--- config.mk ---
export PLATFORM = sky130hd
export DESIGN_NAME = preemptive_priority_scheduler
export DESIGN_NICKNAME = d
export VERILOG_FILES = /design/src/rtl/core/pps_pkg.sv /design/src/rtl/core/preemptive_priority_scheduler.sv /design/src/rtl/core/pps_ctrl.sv /design/src/rtl/core/pps_dp.sv
export SDC_FILE = /design/constraint.sdc
export NUM_CORES = 1
export LEC_CHECK = 0
export ABC_AREA = 1
export ABC_CLOCK_PERIOD_IN_PS = 6530
export BUFFER_PORTS_ARGS = -buffer_cell sky130_fd_sc_hd__clkbuf_2
export CORE_MARGIN = 2
export CORE_UTILIZATION = 59
export CTS_CLUSTER_SIZE = 14
export DETAILED_ROUTE_END_ITERATION = 8
export PLACE_DENSITY_LB_ADDON = 0.05
export SLEW_MARGIN = 30
export SYNTH_ARGS = -nofsm -noshare
export SYNTH_HDL_FRONTEND = slang
export SYNTH_HIERARCHICAL = 1
export SYNTH_SLANG_ARGS = --single-unit
export TNS_END_PERCENT = 100
--- constraint.sdc ---
create_clock -name clk -period 6.53 [get_ports clk]
set_input_delay 0.3265 -clock clk [delete_from_list [all_inputs] [get_ports clk]]
set_output_delay 0.3265 -clock clk [all_outputs]
set_load 0.1 [all_outputs]
--- src/rtl/core/pps_pkg.sv ---
`default_nettype none
package pps_pkg;

  localparam int NUM_SLOTS_DEF = 16;
  localparam int TIME_BITS_DEF = 16;
  localparam int PRIO_BITS_DEF = 8;

  // fixed widths of the slot fields on the ports
  localparam int SLOT_FIELD_W = 4;

  typedef enum logic {
    KIND_LOAD = 1'b0,
    KIND_TICK = 1'b1
  } kind_t;

  typedef enum logic [2:0] {
    ST_IDLE,
    ST_SCAN,
    ST_DRAIN,
    ST_UPD,
    ST_FIN
  } state_t;

  typedef struct packed {
    logic load;
    logic start;
    logic step;
    logic upd;
    logic fin;
  } cmd_t;

  typedef struct packed {
    logic scan_last;
    logic out_free;
  } status_t;

endpackage
`default_nettype wire

--- src/rtl/core/preemptive_priority_scheduler.sv ---
// tick item: result set by the slot scan that reads the task table one entry
// per cycle, then registered through the drain, update and finish states; next
// item taken once the result is registered, later while the previous result is held
// load item: no result; next item taken while a result waits
// reset (rst_n low, synchronous): time zero, all slots empty, no result
// table contents are not cleared; empty slots are never selected
`default_nettype none
module preemptive_priority_scheduler
  import pps_pkg::*;
#(
  parameter int NUM_SLOTS = NUM_SLOTS_DEF,
  parameter int TIME_BITS = TIME_BITS_DEF,
  parameter int PRIO_BITS = PRIO_BITS_DEF,
  localparam int IN_W  = ((SLOT_FIELD_W + 2 * TIME_BITS + PRIO_BITS + 7) / 8) * 8,
  localparam int OUT_W = ((SLOT_FIELD_W + 2 * TIME_BITS + 3 + 7) / 8) * 8
) (
  input  wire logic             clk,
  input  wire logic             rst_n,
  input  wire logic             in_tvalid,
  output logic                  in_tready,
  // slot, arrival_time, burst_length, prio_level
  input  wire logic [IN_W-1:0]  in_tdata,
  // kind
  input  wire logic             in_tuser,
  output logic                  out_tvalid,
  input  wire logic             out_tready,
  // idle, running_slot, finished, turnaround_time, waiting_time, all_done
  output logic [OUT_W-1:0]      out_tdata
);

  cmd_t    cmd;
  status_t status;

  logic                    o_idle, o_fin, o_all_done;
  logic [SLOT_FIELD_W-1:0] o_slot;
  logic [TIME_BITS-1:0]    o_tat, o_wt;

  pps_ctrl u_ctrl (
    .clk       (clk),
    .rst_n     (rst_n),
    .in_tvalid (in_tvalid),
    .in_kind   (kind_t'(in_tuser)),
    .status    (status),
    .in_tready (in_tready),
    .cmd       (cmd)
  );

  pps_dp #(
    .NUM_SLOTS (NUM_SLOTS),
    .TIME_BITS (TIME_BITS),
    .PRIO_BITS (PRIO_BITS)
  ) u_dp (
    .clk                 (clk),
    .rst_n               (rst_n),
    .cmd                 (cmd),
    .status              (status),
    .in_slot             (in_tdata[SLOT_FIELD_W-1:0]),
    .in_arrival_time     (in_tdata[SLOT_FIELD_W +: TIME_BITS]),
    .in_burst_length     (in_tdata[SLOT_FIELD_W + TIME_BITS +: TIME_BITS]),
    .in_prio_level       (in_tdata[SLOT_FIELD_W + 2 * TIME_BITS +: PRIO_BITS]),
    .out_tready          (out_tready),
    .out_valid           (out_tvalid),
    .out_idle            (o_idle),
    .out_running_slot    (o_slot),
    .out_finished        (o_fin),
    .out_turnaround_time (o_tat),
    .out_waiting_time    (o_wt),
    .out_all_done        (o_all_done)
  );

  assign out_tdata = OUT_W'({o_all_done, o_wt, o_tat, o_fin, o_slot, o_idle});

endmodule
`default_nettype wire

--- src/rtl/core/pps_ctrl.sv ---
`default_nettype none
module pps_ctrl
  import pps_pkg::*;
(
  input  wire logic    clk,
  input  wire logic    rst_n,
  input  wire logic    in_tvalid,
  input  wire kind_t   in_kind,
  input  wire status_t status,
  output logic         in_tready,
  output cmd_t         cmd
);

  state_t state_r, state_nxt;

  always_ff @(posedge clk) begin
    if (!rst_n) begin
      state_r <= ST_IDLE;
    end else begin
      state_r <= state_nxt;
    end
  end

  always_comb begin
    state_nxt = state_r;
    case (state_r)
      ST_IDLE: begin
        if (in_tvalid && (in_kind == KIND_TICK)) state_nxt = ST_SCAN;
      end
      ST_SCAN: begin
        if (status.scan_last) state_nxt = ST_DRAIN;
      end
      ST_DRAIN: state_nxt = ST_UPD;
      ST_UPD:   state_nxt = ST_FIN;
      ST_FIN: begin
        if (status.out_free) state_nxt = ST_IDLE;
      end
      default:  state_nxt = ST_IDLE;
    endcase
  end

  always_comb begin
    in_tready = 1'b0;
    cmd       = '0;
    case (state_r)
      ST_IDLE: begin
        in_tready = 1'b1;
        cmd.load  = in_tvalid && (in_kind == KIND_LOAD);
        cmd.start = in_tvalid && (in_kind == KIND_TICK);
      end
      ST_SCAN:  cmd.step = 1'b1;
      ST_DRAIN: cmd      = '0;
      ST_UPD:   cmd.upd  = 1'b1;
      ST_FIN:   cmd.fin  = status.out_free;
      default:  cmd      = '0;
    endcase
  end

  a_drain_after_scan: assert property (@(posedge clk) disable iff (!rst_n)
    (state_r == ST_DRAIN) |-> $past(state_r == ST_SCAN))
    else $error("drain entered without a scan");

endmodule
`default_nettype wire

--- src/rtl/core/pps_dp.sv ---
`default_nettype none
module pps_dp
  import pps_pkg::*;
#(
  parameter int NUM_SLOTS = NUM_SLOTS_DEF,
  parameter int TIME_BITS = TIME_BITS_DEF,
  parameter int PRIO_BITS = PRIO_BITS_DEF
) (
  input  wire logic                    clk,
  input  wire logic                    rst_n,
  input  wire cmd_t                    cmd,
  output status_t                      status,
  input  wire logic [SLOT_FIELD_W-1:0] in_slot,
  input  wire logic [TIME_BITS-1:0]    in_arrival_time,
  input  wire logic [TIME_BITS-1:0]    in_burst_length,
  input  wire logic [PRIO_BITS-1:0]    in_prio_level,
  input  wire logic                    out_tready,
  output logic                         out_valid,
  output logic                         out_idle,
  output logic [SLOT_FIELD_W-1:0]      out_running_slot,
  output logic                         out_finished,
  output logic [TIME_BITS-1:0]         out_turnaround_time,
  output logic [TIME_BITS-1:0]         out_waiting_time,
  output logic                         out_all_done
);

  localparam int SLOT_W = $clog2(NUM_SLOTS);
  localparam int IDX_W  = (SLOT_W > SLOT_FIELD_W) ? SLOT_W : SLOT_FIELD_W;
  localparam int CNT_W  = $clog2(NUM_SLOTS + 1);

  // task table
  logic [TIME_BITS-1:0] mem_arr [NUM_SLOTS];
  logic [TIME_BITS-1:0] mem_bst [NUM_SLOTS];
  logic [TIME_BITS-1:0] mem_rem [NUM_SLOTS];
  logic [PRIO_BITS-1:0] mem_pri [NUM_SLOTS];

  logic [TIME_BITS-1:0] rd_arr_r, rd_bst_r, rd_rem_r;
  logic [PRIO_BITS-1:0] rd_pri_r;

  logic [NUM_SLOTS-1:0] valid_r, done_r;
  logic [CNT_W-1:0]     pend_r;
  logic [TIME_BITS-1:0] time_r;

  logic [SLOT_W-1:0]    scan_idx_r, cmp_idx_r;
  logic                 cmp_en_r;

  logic                 found_r;
  logic [SLOT_W-1:0]    best_idx_r;
  logic [PRIO_BITS-1:0] best_pri_r;
  logic [TIME_BITS-1:0] best_arr_r, best_bst_r, best_rem_r;

  logic                 fin_r;
  logic [TIME_BITS-1:0] tat_r;

  logic                 out_valid_r, out_idle_r, out_fin_r, out_all_done_r;
  logic [SLOT_FIELD_W-1:0] out_slot_r;
  logic [TIME_BITS-1:0] out_tat_r, out_wt_r;

  logic [SLOT_W-1:0]    ld_idx;
  logic                 ld_ok;
  logic                 ld_we;
  logic [SLOT_W-1:0]    wr_addr;
  logic                 rem_we;
  logic [TIME_BITS-1:0] rem_wdata;
  logic [TIME_BITS-1:0] new_rem;
  logic [TIME_BITS:0]   tat_full;
  logic [TIME_BITS-1:0] tat_sat;
  logic [TIME_BITS-1:0] wt;
  logic                 elig, better;
  logic [IDX_W-1:0]     best_wide;

  assign ld_idx  = SLOT_W'(IDX_W'(in_slot));
  assign ld_ok   = (IDX_W + 1)'(in_slot) < (IDX_W + 1)'(NUM_SLOTS);
  assign ld_we   = cmd.load && ld_ok;
  assign wr_addr = cmd.load ? ld_idx : best_idx_r;

  assign new_rem   = (best_rem_r == '0) ? '0 : best_rem_r - TIME_BITS'(1);
  assign rem_we    = ld_we || (cmd.upd && found_r);
  assign rem_wdata = cmd.load ? in_burst_length : new_rem;

  // task is known to have arrived, so no underflow here
  assign tat_full = {1'b0, time_r} + (TIME_BITS + 1)'(1) - {1'b0, best_arr_r};
  assign tat_sat  = tat_full[TIME_BITS] ? '1 : tat_full[TIME_BITS-1:0];
  assign wt       = (tat_r >= best_bst_r) ? tat_r - best_bst_r : '0;

  assign elig   = valid_r[cmp_idx_r] && !done_r[cmp_idx_r] && (rd_arr_r <= time_r);
  assign better = !found_r || (rd_pri_r < best_pri_r);

  assign best_wide = IDX_W'(best_idx_r);

  always_ff @(posedge clk) begin
    if (ld_we) begin
      mem_arr[wr_addr] <= in_arrival_time;
      mem_bst[wr_addr] <= in_burst_length;
      mem_pri[wr_addr] <= in_prio_level;
    end
    if (rem_we) begin
      mem_rem[wr_addr] <= rem_wdata;
    end
    rd_arr_r <= mem_arr[scan_idx_r];
    rd_bst_r <= mem_bst[scan_idx_r];
    rd_rem_r <= mem_rem[scan_idx_r];
    rd_pri_r <= mem_pri[scan_idx_r];
  end

  always_ff @(posedge clk) begin
    if (!rst_n) begin
      valid_r     <= '0;
      done_r      <= '0;
      pend_r      <= '0;
      time_r      <= '0;
      scan_idx_r  <= '0;
      cmp_idx_r   <= '0;
      cmp_en_r    <= 1'b0;
      found_r     <= 1'b0;
      best_idx_r  <= '0;
      fin_r       <= 1'b0;
      out_valid_r <= 1'b0;
    end else begin
      cmp_en_r <= cmd.step;
      if (cmd.step) begin
        cmp_idx_r  <= scan_idx_r;
        scan_idx_r <= scan_idx_r + SLOT_W'(1);
      end
      if (ld_we) begin
        valid_r[ld_idx] <= 1'b1;
        done_r[ld_idx]  <= 1'b0;
        if (!(valid_r[ld_idx] && !done_r[ld_idx])) pend_r <= pend_r + CNT_W'(1);
      end
      if (cmd.start) begin
        scan_idx_r <= '0;
        found_r    <= 1'b0;
        best_idx_r <= '0;
      end
      if (cmp_en_r && elig && better) begin
        found_r    <= 1'b1;
        best_idx_r <= cmp_idx_r;
      end
      if (cmd.upd) begin
        fin_r <= found_r && (new_rem == '0);
        if (found_r && (new_rem == '0)) begin
          done_r[best_idx_r] <= 1'b1;
          pend_r             <= pend_r - CNT_W'(1);
        end
      end
      if (cmd.fin) begin
        out_valid_r <= 1'b1;
        if (time_r != '1) time_r <= time_r + TIME_BITS'(1);
      end else if (out_tready) begin
        out_valid_r <= 1'b0;
      end
    end
  end

  always_ff @(posedge clk) begin
    if (cmp_en_r && elig && better) begin
      best_pri_r <= rd_pri_r;
      best_arr_r <= rd_arr_r;
      best_bst_r <= rd_bst_r;
      best_rem_r <= rd_rem_r;
    end
    if (cmd.upd) begin
      tat_r <= tat_sat;
    end
    if (cmd.fin) begin
      out_idle_r     <= !found_r;
      out_slot_r     <= found_r ? best_wide[SLOT_FIELD_W-1:0] : '0;
      out_fin_r      <= fin_r;
      out_tat_r      <= fin_r ? tat_r : '0;
      out_wt_r       <= fin_r ? wt : '0;
      out_all_done_r <= (pend_r == '0);
    end
  end

  assign status.scan_last = (scan_idx_r == SLOT_W'(NUM_SLOTS - 1));
  assign status.out_free  = !out_valid_r || out_tready;

  assign out_valid           = out_valid_r;
  assign out_idle            = out_idle_r;
  assign out_running_slot    = out_slot_r;
  assign out_finished        = out_fin_r;
  assign out_turnaround_time = out_tat_r;
  assign out_waiting_time    = out_wt_r;
  assign out_all_done        = out_all_done_r;

  a_pend_bound: assert property (@(posedge clk) disable iff (!rst_n)
    pend_r <= CNT_W'(NUM_SLOTS))
    else $error("pending count beyond table size");

  a_fin_not_idle: assert property (@(posedge clk) disable iff (!rst_n)
    (out_valid_r && out_fin_r) |-> (!out_idle_r && (out_wt_r <= out_tat_r)))
    else $error("finished item idle or waiting above turnaround");

  a_time_mono: assert property (@(posedge clk) disable iff (!rst_n)
    $past(rst_n) |-> (time_r >= $past(time_r)))
    else $error("time counter went backwards");

endmodule
`default_nettype wire

# After elaboration in Yosys (flattened, before gate mapping)
# Memories as Yosys holds them, arrays and structs flattened. A register that Yosys moved wholly into a read port is not among the register bits.
# Index checks and enable logic that the tools add are counted.
# op_classes
n_addsub	8
n_lt_le_gt_ge	8
n_eq_ne	9
muxes	42
bitwise_logic	6
n_reduce_logical	28
# ops
op	count
$mux 16	6
$logic_not 16->1	2
$or 16x16->16	2
$mux 5	4
$mux 1	18
$add 16x1->17 const B	1
$sub 17x16->17	1
$add 16x1->16 const B	1
$and 16x16->16	1
$bmux 1 s4	4
$ge 16x16->1	1
$le 16x16->1	1
$ne 16x16->1 const B	1
$not 16->16	1
$sub 16x1->16 const B	1
$sub 16x16->16	1
$lt 4x5->1 const B	3
$pmux 3 s5	1
$mux 4	3
$logic_and 1x1->1	11
$mux 3	3
$demux 1 s4	2
$ge 4x1->1 const B	2
$lt 8x8->1	1
19 further kinds	29
# word_totals
reg_bits	183
ram_bits	896
wordCells	128
memories	4
# mem_list
name	words	width	read_ports	rd_ports_with_merged_regs	write_ports	line_no	text
u_dp.mem_arr	16	16	1	1	1	pps_dp.sv:32	logic [TIME_BITS-1:0] mem_arr [NUM_SLOTS];
u_dp.mem_bst	16	16	1	1	1	pps_dp.sv:33	logic [TIME_BITS-1:0] mem_bst [NUM_SLOTS];
u_dp.mem_rem	16	16	1	1	1	pps_dp.sv:34	logic [TIME_BITS-1:0] mem_rem [NUM_SLOTS];
u_dp.mem_pri	16	8	1	1	1	pps_dp.sv:35	logic [PRIO_BITS-1:0] mem_pri [NUM_SLOTS];

# Longest topological paths before layout
# Gate-level depths: netlist of run 1.
# logic_depth
ltp_word	11
mapped_depth	16

# Modules after synthesis
# Netlist of run 1, hierarchy kept.
# modules_own_cells
mod	n_inst	cells_per_inst	area_per_inst_um2
pps_dp	1	3797	45879.0
pps_ctrl	1	34	193.9
preemptive_priority_scheduler	1	5	33.8

# Worst setup path before layout of run 1
# No wires, ideal clock.
# synth_timing
path_kind	register to register
start	register u_dp.out_valid_r (netlist: u_dp/out_valid)
end	register u_dp.time_r[8]
setup_time_ns	0.126
t_arrival_ns	4.963
t_required_ns	6.404
setup_slack_ns	1.440
stages_incl_launch_ff	11
n_path_buf	0
path_cell_list	dfxtp_1 -> nand2_1 -> inv_1 -> nor3_1 -> nand2_1 -> nand2_1 -> inv_1 -> nor2_1 -> inv_1 -> o21ai_0 -> a21oi_1
# synth_lines
item	line_no	text
from (decl)	pps_dp.sv:55	logic out_valid_r, out_idle_r, out_fin_r, out_all_done_r;
from (signal assigned)	pps_dp.sv:118	out_valid_r <= 1'b0;
from (signal assigned)	pps_dp.sv:147	out_valid_r <= 1'b1;
from (signal assigned)	pps_dp.sv:150	out_valid_r <= 1'b0;
to (signal assigned)	pps_dp.sv:148	if (time_r != '1) time_r <= time_r + TIME_BITS'(1);
to (decl)	pps_dp.sv:42	logic [TIME_BITS-1:0] time_r;

==> results.md, run 1 <==
Status:
- The run finished with clean final reports.

Yosys:
- The cell type with the highest aggregate area in the netlist is sky130_fd_sc_hd__edfxtp_1.
- Yosys printed 6 warnings.
- Counting every net in the synthesized netlist gives 3967.
- The top-area cell type share of the netlist area is 65.6%.
- For this run, asynchronously set or reset flops after synthesis account for 0%.
- The synthesized instance count is about 3800.
- The mean instance size in the synthesized netlist is about 12 sq um.
- The sequential-to-total area share from yosys stat is 71.1%.
- In this run, distinct cell masters in the synthesized netlist total 51.
- The number of flops mapped to enable cells by yosys is roughly 1000.
- Sorting the synthesized cells by area gives the leading types as sky130_fd_sc_hd__edfxtp_1 (66%), sky130_fd_sc_hd__o21ai_0 (5.6%), sky130_fd_sc_hd__dfxtp_1 (5.6%).
- The most frequently used flop master after synthesis is sky130_fd_sc_hd__edfxtp_1.
- Counting instances in the post-synthesis netlist gives the leading cell types as sky130_fd_sc_hd__edfxtp_1 (1007), sky130_fd_sc_hd__nor2_1 (618), sky130_fd_sc_hd__o21ai_0 (518).
- In this run the cell area of the synthesized design comes to 0.0461 sq mm.
- Among all cell types in the netlist, the one instantiated most often is sky130_fd_sc_hd__edfxtp_1.
- The flop and latch count out of synthesis is 1135.

Worst setup path:
- The worst setup path is of the register to register kind.
- STA puts the critical path data required time at 6.84 ns.
- In this run the worst path has a maximum fanout of 39.
- STA classifies the critical path endpoint as a register.
- In this run the worst setup path begins at u_ctrl/state_r[2].
- The worst reg2reg path startpoint is u_ctrl/state_r[2].
- Data on the critical path arrives at its endpoint at 4.32 ns.
- The kind of start point of the critical path is a register.

Clock network:
- The number of buffers added by the clock tree synthesis step is 114.
- Once the clock tree was built, the resizer swapped 0 gates to a different size.
- The clock passes through at most 3 buffers.
- The clock latency at the later pin of the worst-skew pair is just under 0.7 ns.
- The tree is rooted in a sky130_fd_sc_hd__clkbuf_16.
- After clock tree synthesis, the clock-pin slew on the worst setup and hold paths is 0.06 ns.
- TritonCTS built the clock tree.
- The clock net sink count is 1135.
- CTS built an H-tree with a depth of 3.

Global routing:
- Global routing used between 40% and 50% of the available met1 tracks.
- The met3 track utilization from global routing is 4.92%.
- The routing layer with the top usage in global route is met2.
- The first global-routing pass estimated around 180000 um of wire.
- The met2 track utilization from global routing is a little under half.
- The initial antenna violation count is 10.
- Across every metal layer, demand over resource in global routing totals 28.9%.
- The total grt overflow is 0.
- The via count of the first global-routing pass is a little under 30000.
- Entering global routing, the biggest net connects 205 pins.

STA:
- Setup repair after global routing left no endpoint under its margin.
- The clock arrives with 0.0327 ns of skew.
- The final setup violation count is 0.
- The worst pin sits at a relative slew slack of 31.7%.
- The number of max-slew violations in the final report came to 0.
- The hold violation total from the final report is 0.
- After layout, the worst path uses 61.5% of the clock period.
- The setup TNS is 0 ns.
- The worst path setup slack after routing is 2.51 ns.
- Subtracting the final worst setup slack from the clock period gives 4.02 ns.
- At the pin with the least slew margin, the transition time is 1.02 ns.
- The maximum achievable frequency is between 200 and 250 MHz.

Hold path:
- The start point of the worst min-delay path is in_tdata[12].
- The path class of the tightest hold or removal check is input port to register.

Route:
- Wires add up to 117000 um.
- The number of DRC markers in iteration 0 is 3142.
- The number of vias after detailed routing is 30600.
- After detailed routing, the number of remaining DRC violations is 0.
- Once detail routing completed, the nets flagged for antenna violations numbered 0.
- The routed via count divided by cell count is 6.05.
- In the final routed layout, each cell accounts on average for 23.1 um.
- The count of TritonRoute iterations in the first routing pass is 6.

Placed design:
- The routability congestion estimate from global placement is 0.909.
- During placement, the flow inserted port buffers numbering 89.
- Once placement completed, the tool counted placed cells totaling 4833.
- At the placement stage, the worst setup path has a slack of ~2.6 ns.
- The standard cell area after detailed placement is approximately 0.048 sq mm.
- Once detailed placement completed, the half-perimeter wirelength came to ~66000 um.

Die:
- The floorplan step set the die width to around 280 um.
- For this design the top-level I/O count stands at 95.
- The floorplan step defined a core boundary enclosing about 0.077 sq mm.
- The floorplan die height is roughly 280 um.
- The die covers 0.0804 sq mm.
- The initial utilization of the core area, before any placement, comes to 59.5%.
- The row count is 102.

Finish:
- The area added between synthesis and finish is 12.0%.
- The number of standard cells in the layout, taps in and fillers out is around 5100.
- The summed area of non-filler cells in the final layout is approximately 0.052 sq mm.
- 0 antenna diodes ended up in the layout.
- Once layout is complete, the utilization of the core stands at 66.6%.
- Cells with a size suffix above 1 make up 10.1% of the layout.
- The number of nets in the finished design is 4044.

Pwr:
- In this run the static leakage power is between 15 and 20 nW.
- The power density normalized to cell area is 299 mW/mm^2.
- VDD sags by at most 0.248 mV.

Job:
- Across the run, the number of max-cap violations was 0.
==> final timing paths <==
check | to | slack (ns) | depth (start not counted)
hold / removal | u_dp/mem_arr[13][8] | 0.04 | 1
setup / recovery | u_dp/mem_bst[9][2] | 2.51 | 11
hold reg to reg | u_dp/best_bst_r[4] | 0.40 | 0
setup reg to reg | u_dp/mem_bst[9][2] | 2.51 | 11
==> metal layers <==
layer  part of all wire, %  up-vias
met2                    47     1383
li1                      -    14000
met3                   9.1      232
met4                   2.8        6
met1                    41    15000
met5                 0.035        -
==> worst max-delay path, cell delays in order (launching register included) <==
cell                      delay, ns
sky130_fd_sc_hd__dfxtp_1       0.36
sky130_fd_sc_hd__nor2_2        0.17
sky130_fd_sc_hd__nand2_1       0.10
sky130_fd_sc_hd__inv_1         0.08
sky130_fd_sc_hd__nand2_1       0.06
sky130_fd_sc_hd__nor2_2        0.09
sky130_fd_sc_hd__buf_4         0.40
sky130_fd_sc_hd__inv_1         0.31
sky130_fd_sc_hd__nor2_1        0.20
sky130_fd_sc_hd__nand2_1       0.37
sky130_fd_sc_hd__nor2_4        0.91
sky130_fd_sc_hd__buf_4         0.56
==> final cells by class <==
cell class	count	area [sq um]
Fill cell	5710	25800
Clock inverter	54	573
Tap cell	1040	1300
Multi-Input combinational cell	2274	11800
Sequential cell	1135	32800
Timing Repair Buffer	170	1160
Inverter	218	832
Clock buffer	162	3170
==> power by group <==
group / total, mW / leakage, nW / switching, mW / internal (mW)
combinational: 0.937 / 6.02 / 0.686 / 0.250
clock: 6.42 / 1.82 / 2.69 / 3.74
sequential: 8.08 / 10.2 / 0.0583 / 8.02
==> state kept, by name (all words and copies together), names as in the netlist, 128 cells and up <==
| name | count |
|---|---|
| u_dp/mem_arr | 256 |
| u_dp/mem_bst | 256 |
| u_dp/mem_rem | 256 |
| u_dp/mem_pri | 128 |
==> through the flow <==
step           hold slack [ns]  power [mW]
6_report                0.0395        15.4
5_1_grt                 0.0382        15.9
4_1_cts                0.00314        15.5
3_5_place_dp             0.389        9.15
3_3_place_gp             0.386        9.11
2_1_floorplan            0.386        8.80
==> cells by family after synthesis <==
| family | synth area share [%] |
|---|---|
| AND/OR/NAND/NOR | 11.3 |
| flip-flops | 71.1 |
| AO/OA/AOI/OAI | 11.3 |
| buffers and inverters | 3.59 |
| adder cells (fa/ha/maj) | 2.15 |
| XOR/XNOR | 0.529 |
| other | 0.00813 |
==> cells in the final DEF (no fill, tap or decap), drive strengths merged, types with 4 or more instances in the layout <==
cell type  count
buf           79
ha            76
nor2         629
o21bai         5
nand4         12
o21ai        528
o211ai        33
or2            5
bufinv         9
nand3        167
nand3b         8
inv          216
clkbuf       251
xor2          22
nor3          18
xnor2          5
a21oi         94
nand2        419
edfxtp      1007
o22ai        138
a21o           4
dfxtp        128
o221ai        87
clkinv        44
==> repair_timing <==
item                                   CTS  global route
endpoints found under the hold margin   17             0
hold buffers                             2             0
buffers inserted                         0             0
No activity file was read; power rests on OpenSTA's default activity.
==> run 2: changes to the inputs <==
--- a/config.mk
+++ b/config.mk
@@ -5,8 +5,8 @@
 export SDC_FILE = /design/constraint.sdc
 export NUM_CORES = 1
 export LEC_CHECK = 0
-export ABC_AREA = 1
-export ABC_CLOCK_PERIOD_IN_PS = 6530
+export ABC_AREA = 0
+export ABC_CLOCK_PERIOD_IN_PS = 4000
 export BUFFER_PORTS_ARGS = -buffer_cell sky130_fd_sc_hd__clkbuf_2
 export CORE_MARGIN = 2
 export CORE_UTILIZATION = 59
==> constraint.sdc (replaced) <==
create_clock -name clk -period 4 [get_ports clk]
set_input_delay 0.2 -clock clk [delete_from_list [all_inputs] [get_ports clk]]
set_output_delay 0.2 -clock clk [all_outputs]
set_load 0.1 [all_outputs]
==> results.md, run 2 <==
Status:
- Run status: finished clean (unchanged).

Die:
- The starting density of the core came to 59.8% (was 59.5%).
- The number of primary I/O pins came to 95 (unchanged).
- The horizontal extent of the die was 279 um (was 284 um).
- The row count is 100 (was 102).
- The floorplan die height is 279 um (was 284 um).
- The area inside the core boundary is 0.0747 sq mm (was 0.0775 sq mm).
- The die footprint is 0.0780 sq mm (was 0.0804 sq mm).

Finish:
- Top flop regs: u_dp/mem_arr (256), u_dp/mem_bst (256), u_dp/mem_rem (256) (unchanged).
- The ratio of cells with drive above 1 in the final layout is 25.6% (was 10.1%).
- The commonest non-fill, non-tap cell in the layout is sky130_fd_sc_hd__edfxtp_1 (unchanged).
- The area added between synthesis and finish is 14.8% (was 12.0%).
- The number of nets in the finished design is 2680 (was 4044).
- The number of inserted diodes is 0 (unchanged).
- The number of standard cells in the layout, taps in and fillers out came to 3615 (was 5053).
- Most frequent cells in the layout: sky130_fd_sc_hd__edfxtp_1 (1007), sky130_fd_sc_hd__mux4_2 (284), sky130_fd_sc_hd__dfxtp_1 (124) (was sky130_fd_sc_hd__edfxtp_1 (1007), sky130_fd_sc_hd__nor2_1 (600), sky130_fd_sc_hd__o21ai_0 (518)).

Pwr:
- The power density normalized to cell area is 483 mW/mm^2 (was 299 mW/mm^2).
- The peak ir drop on the vdd network was 0.436 mV (was 0.248 mV).
- The reported leakage power is 16.7 nW (was 18.0 nW).

STA:
- The worst-case clock skew is 0.0159 ns (was 0.0327 ns).
- The transition at the pin with the smallest max-transition slack is 0.836 ns (was 1.02 ns).
- The worst path setup slack after routing is 0.469 ns (was 2.51 ns).
- Unrepaired setup endpoints after global routing: false (unchanged).
- The final hold slack is 0.0348 ns (was 0.0395 ns).
- The headroom to the max-slew limit is 44.3% (was 31.7%).
- The final setup violation count was 0 (unchanged).
- The shortest period the worst path allows was 3.53 ns (was 4.02 ns).
- The hold violation total from the final report is 0 (unchanged).
- The maximum achievable frequency came to 283 MHz (was 249 MHz).
- The share of the cycle needed by the critical path after routing is 88.3% (was 61.5%).
- The number of max-slew violations in the final report came to 0 (unchanged).

Placed design:
- The routability congestion estimate from global placement was 0.898 (was 0.909).
- The setup slack at placement is 0.561 ns (was 2.59 ns).
- The placed instance count is 3367 (was 4833).
- The post-DP HPWL is 55100 um (was 66300 um).
- The count of buffers from port buffering is 89 (unchanged).

Worst setup path:
- The kind of end point of the critical path is a register (unchanged).
- The maximum fanout along the worst path is 16 (was 39).
- The length in cells of the worst reg-to-reg path was 12 (was 11).
- The kind of start point of the critical path is a register (unchanged).
- The category of the most critical setup path is register to register (unchanged).
- The setup slack of the most critical reg-to-reg path is 0.47 ns (was 2.51 ns).
- The required time at the endpoint of the critical path is 4.41 ns (was 6.84 ns).
- The worst path arrival time came to 3.94 ns (was 4.32 ns).

Hold path:
- The number of cells on the worst hold path came to 1 (unchanged).
- The class of the most critical hold timing path is input port to register (unchanged).

Yosys:
- The number of warning messages in the yosys log came to 6 (unchanged).
- The synthesized instance count was 2330 (was 3836).
- The fraction of synthesis flops using an asynchronous set or reset pin is 0% (unchanged).
- The number of flops mapped to enable cells by yosys is 1007 (unchanged).
- The cell type with the highest aggregate area in the netlist is sky130_fd_sc_hd__edfxtp_1 (unchanged).
- The synthesized cell area was 0.0447 sq mm (was 0.0461 sq mm).
- The mean instance size in the synthesized netlist is 19.2 sq um (was 12.0 sq um).
- Synth top cells by count: sky130_fd_sc_hd__edfxtp_1 (1007), sky130_fd_sc_hd__mux4_2 (284), sky130_fd_sc_hd__nor2_1 (133) (was sky130_fd_sc_hd__edfxtp_1 (1007), sky130_fd_sc_hd__nor2_1 (618), sky130_fd_sc_hd__o21ai_0 (518)).
- The flop and latch count out of synthesis is 1135 (unchanged).
- The post-synthesis net count came to 2461 (was 3967).
- The most frequently used flop master after synthesis is sky130_fd_sc_hd__edfxtp_1 (unchanged).
- The top-area cell type share of the netlist area came to 67.7% (was 65.6%).
- The dominant cell by count in the synthesized netlist is sky130_fd_sc_hd__edfxtp_1 (unchanged).
- Top post-synthesis cells by area: sky130_fd_sc_hd__edfxtp_1 (68%), sky130_fd_sc_hd__mux4_2 (14%), sky130_fd_sc_hd__dfxtp_1 (5.7%) (was sky130_fd_sc_hd__edfxtp_1 (66%), sky130_fd_sc_hd__o21ai_0 (5.6%), sky130_fd_sc_hd__dfxtp_1 (5.6%)).
- The sequential-to-total area share from yosys stat is 73.4% (was 71.1%).
- The distinct cell type count of the synthesized netlist is 65 (was 51).

Job:
- The count of max-cap constraint violations is 0 (unchanged).

Route:
- The number of vias after detailed routing came to 22800 (was 30600).
- The wire length reported by the detailed router is 98400 um (was 117000 um).
- The routed via count divided by cell count is 6.32 (was 6.05).
- The remaining antenna violation count after routing came to 0 (unchanged).
- The count of TritonRoute iterations in the first routing pass was 6 (unchanged).
- The number of DRC markers in iteration 0 is 2420 (was 3142).
- The routed wirelength normalized by instance count is 27.2 um (was 23.1 um).
- The number of design rule violations left after detail routing was 0 (unchanged).

Global routing:
- The initial antenna violation count is 4 (was 10).
- The total grt overflow came to 0 (unchanged).
- The via count of the first global-routing pass is 23000 (was 29500).
- The met1 track utilization from global routing is 40.2% (was 40.6%).
- The wire length of the first global-routing pass is 149000 um (was 176000 um).
- The routing layer with the top usage in global route is met2 (unchanged).
- The met3 track utilization from global routing is 3.69% (was 4.92%).
- The total global routing track utilization is 26.1% (was 28.9%).
- The met2 track utilization from global routing is 40.2% (was 46.3%).
- The maximum number of pins on one net before global-route repair came to 69 (was 205).

Clock network:
- The clock latency at the later pin of the worst-skew pair is 0.67 ns (was 0.68 ns).
- The number of buffers added by the clock tree synthesis step is 112 (was 114).
- The clock transition at the registers of the reported paths is 0.06 ns (about the same).
- The root buffer cell was sky130_fd_sc_hd__clkbuf_16 (unchanged).
- The number of resized instances in the post-cts repair step is 0 (unchanged).
- The clock tree from TritonCTS is built (unchanged).
- The deepest level of the CTS H-tree is 3 (unchanged).
- The number of buffers added for setup after CTS is 0 (unchanged).
- The deepest clock path buffer count is 3 (unchanged).
- The clock net sink count is 1135 (unchanged).
run 2: critical path, cell delays in order (launching register included):
cell and delay [ns]:
sky130_fd_sc_hd__dfxtp_1 0.40, sky130_fd_sc_hd__inv_1 0.09, sky130_fd_sc_hd__ha_1 0.28, sky130_fd_sc_hd__inv_1 0.04, sky130_fd_sc_hd__ha_1 0.19, sky130_fd_sc_hd__a211o_1 0.30
sky130_fd_sc_hd__a21oi_1 0.21, sky130_fd_sc_hd__o21ai_0 0.22, sky130_fd_sc_hd__a211oi_1 0.52, sky130_fd_sc_hd__o31ai_1 0.18, sky130_fd_sc_hd__a21oi_1 0.26, sky130_fd_sc_hd__xnor2_2 0.31
sky130_fd_sc_hd__a21bo_2 0.29
run 2: kinds of logic (layout without fill, tap and decap cells):
kind of cell | after synthesis | count (layout) | share of synthesized area [%]
DFF | 1135 | 1135 | 73.4
and+or+nand+nor | 398 | 398 | 4.54
muxes | 300 | 300 | 14.7
AOI/OAI and AO/OA | 191 | 191 | 2.68
buffers and inverters | 185 | 501 | 1.66
adders and majority gates | 78 | 78 | 2.22
xor gates and xnor gates | 42 | 42 | 0.823
other | 1 | 1 | 0.00839
run 2: layout make-up:
class | instances | area (sq um)
well taps | 969 | 1210
multi-input cells | 1010 | 11300
inverters | 82 | 310
flip-flops and latches | 1135 | 32800
repair buffers | 208 | 1770
fillers | 4717 | 23400
clock inverters | 61 | 762
clock buffers | 150 | 3110
run 2: per-layer routing:
layer	routed length [um]	up-vias
met5	11	-
met4	2190	2
met3	6990	162
met2	46200	885
met1	43000	12000
li1	-	9788
run 2: report_power, final:
group | switching [mW] | total [mW] | internal (mW)
Combinational | 0.469 | 0.866 | 0.397
Sequential | 0.0643 | 13.0 | 13.0
Clock | 4.34 | 10.9 | 6.54
run 2: per-stage QoR:
stage	instance area, sq um	setup TNS (ns)	utilization (%)	power [mW]
floorplan	44700	-79.00	-	13.8
global placement	47000	0	63.0	14.1
detailed placement	47000	0	63.0	14.1
CTS	51300	0	68.7	25.0
global route	51300	0	68.7	25.5
finish	51300	0	68.7	24.8
run 2: repair_timing:
action,4_1_cts,5_1_grt
setup endpoints to repair,0,0
endpoints found under the hold margin,518,0
hold buffers,37,0
run 2: path summary, 6_finish.rpt:
check                    from                 end
max            u_dp/time_r[1]       u_dp/tat_r[6]
min              in_tdata[25]  u_dp/mem_bst[9][5]
max reg2reg    u_dp/time_r[1]       u_dp/tat_r[6]
min reg2reg  u_dp/rd_rem_r[5]  u_dp/best_rem_r[5]
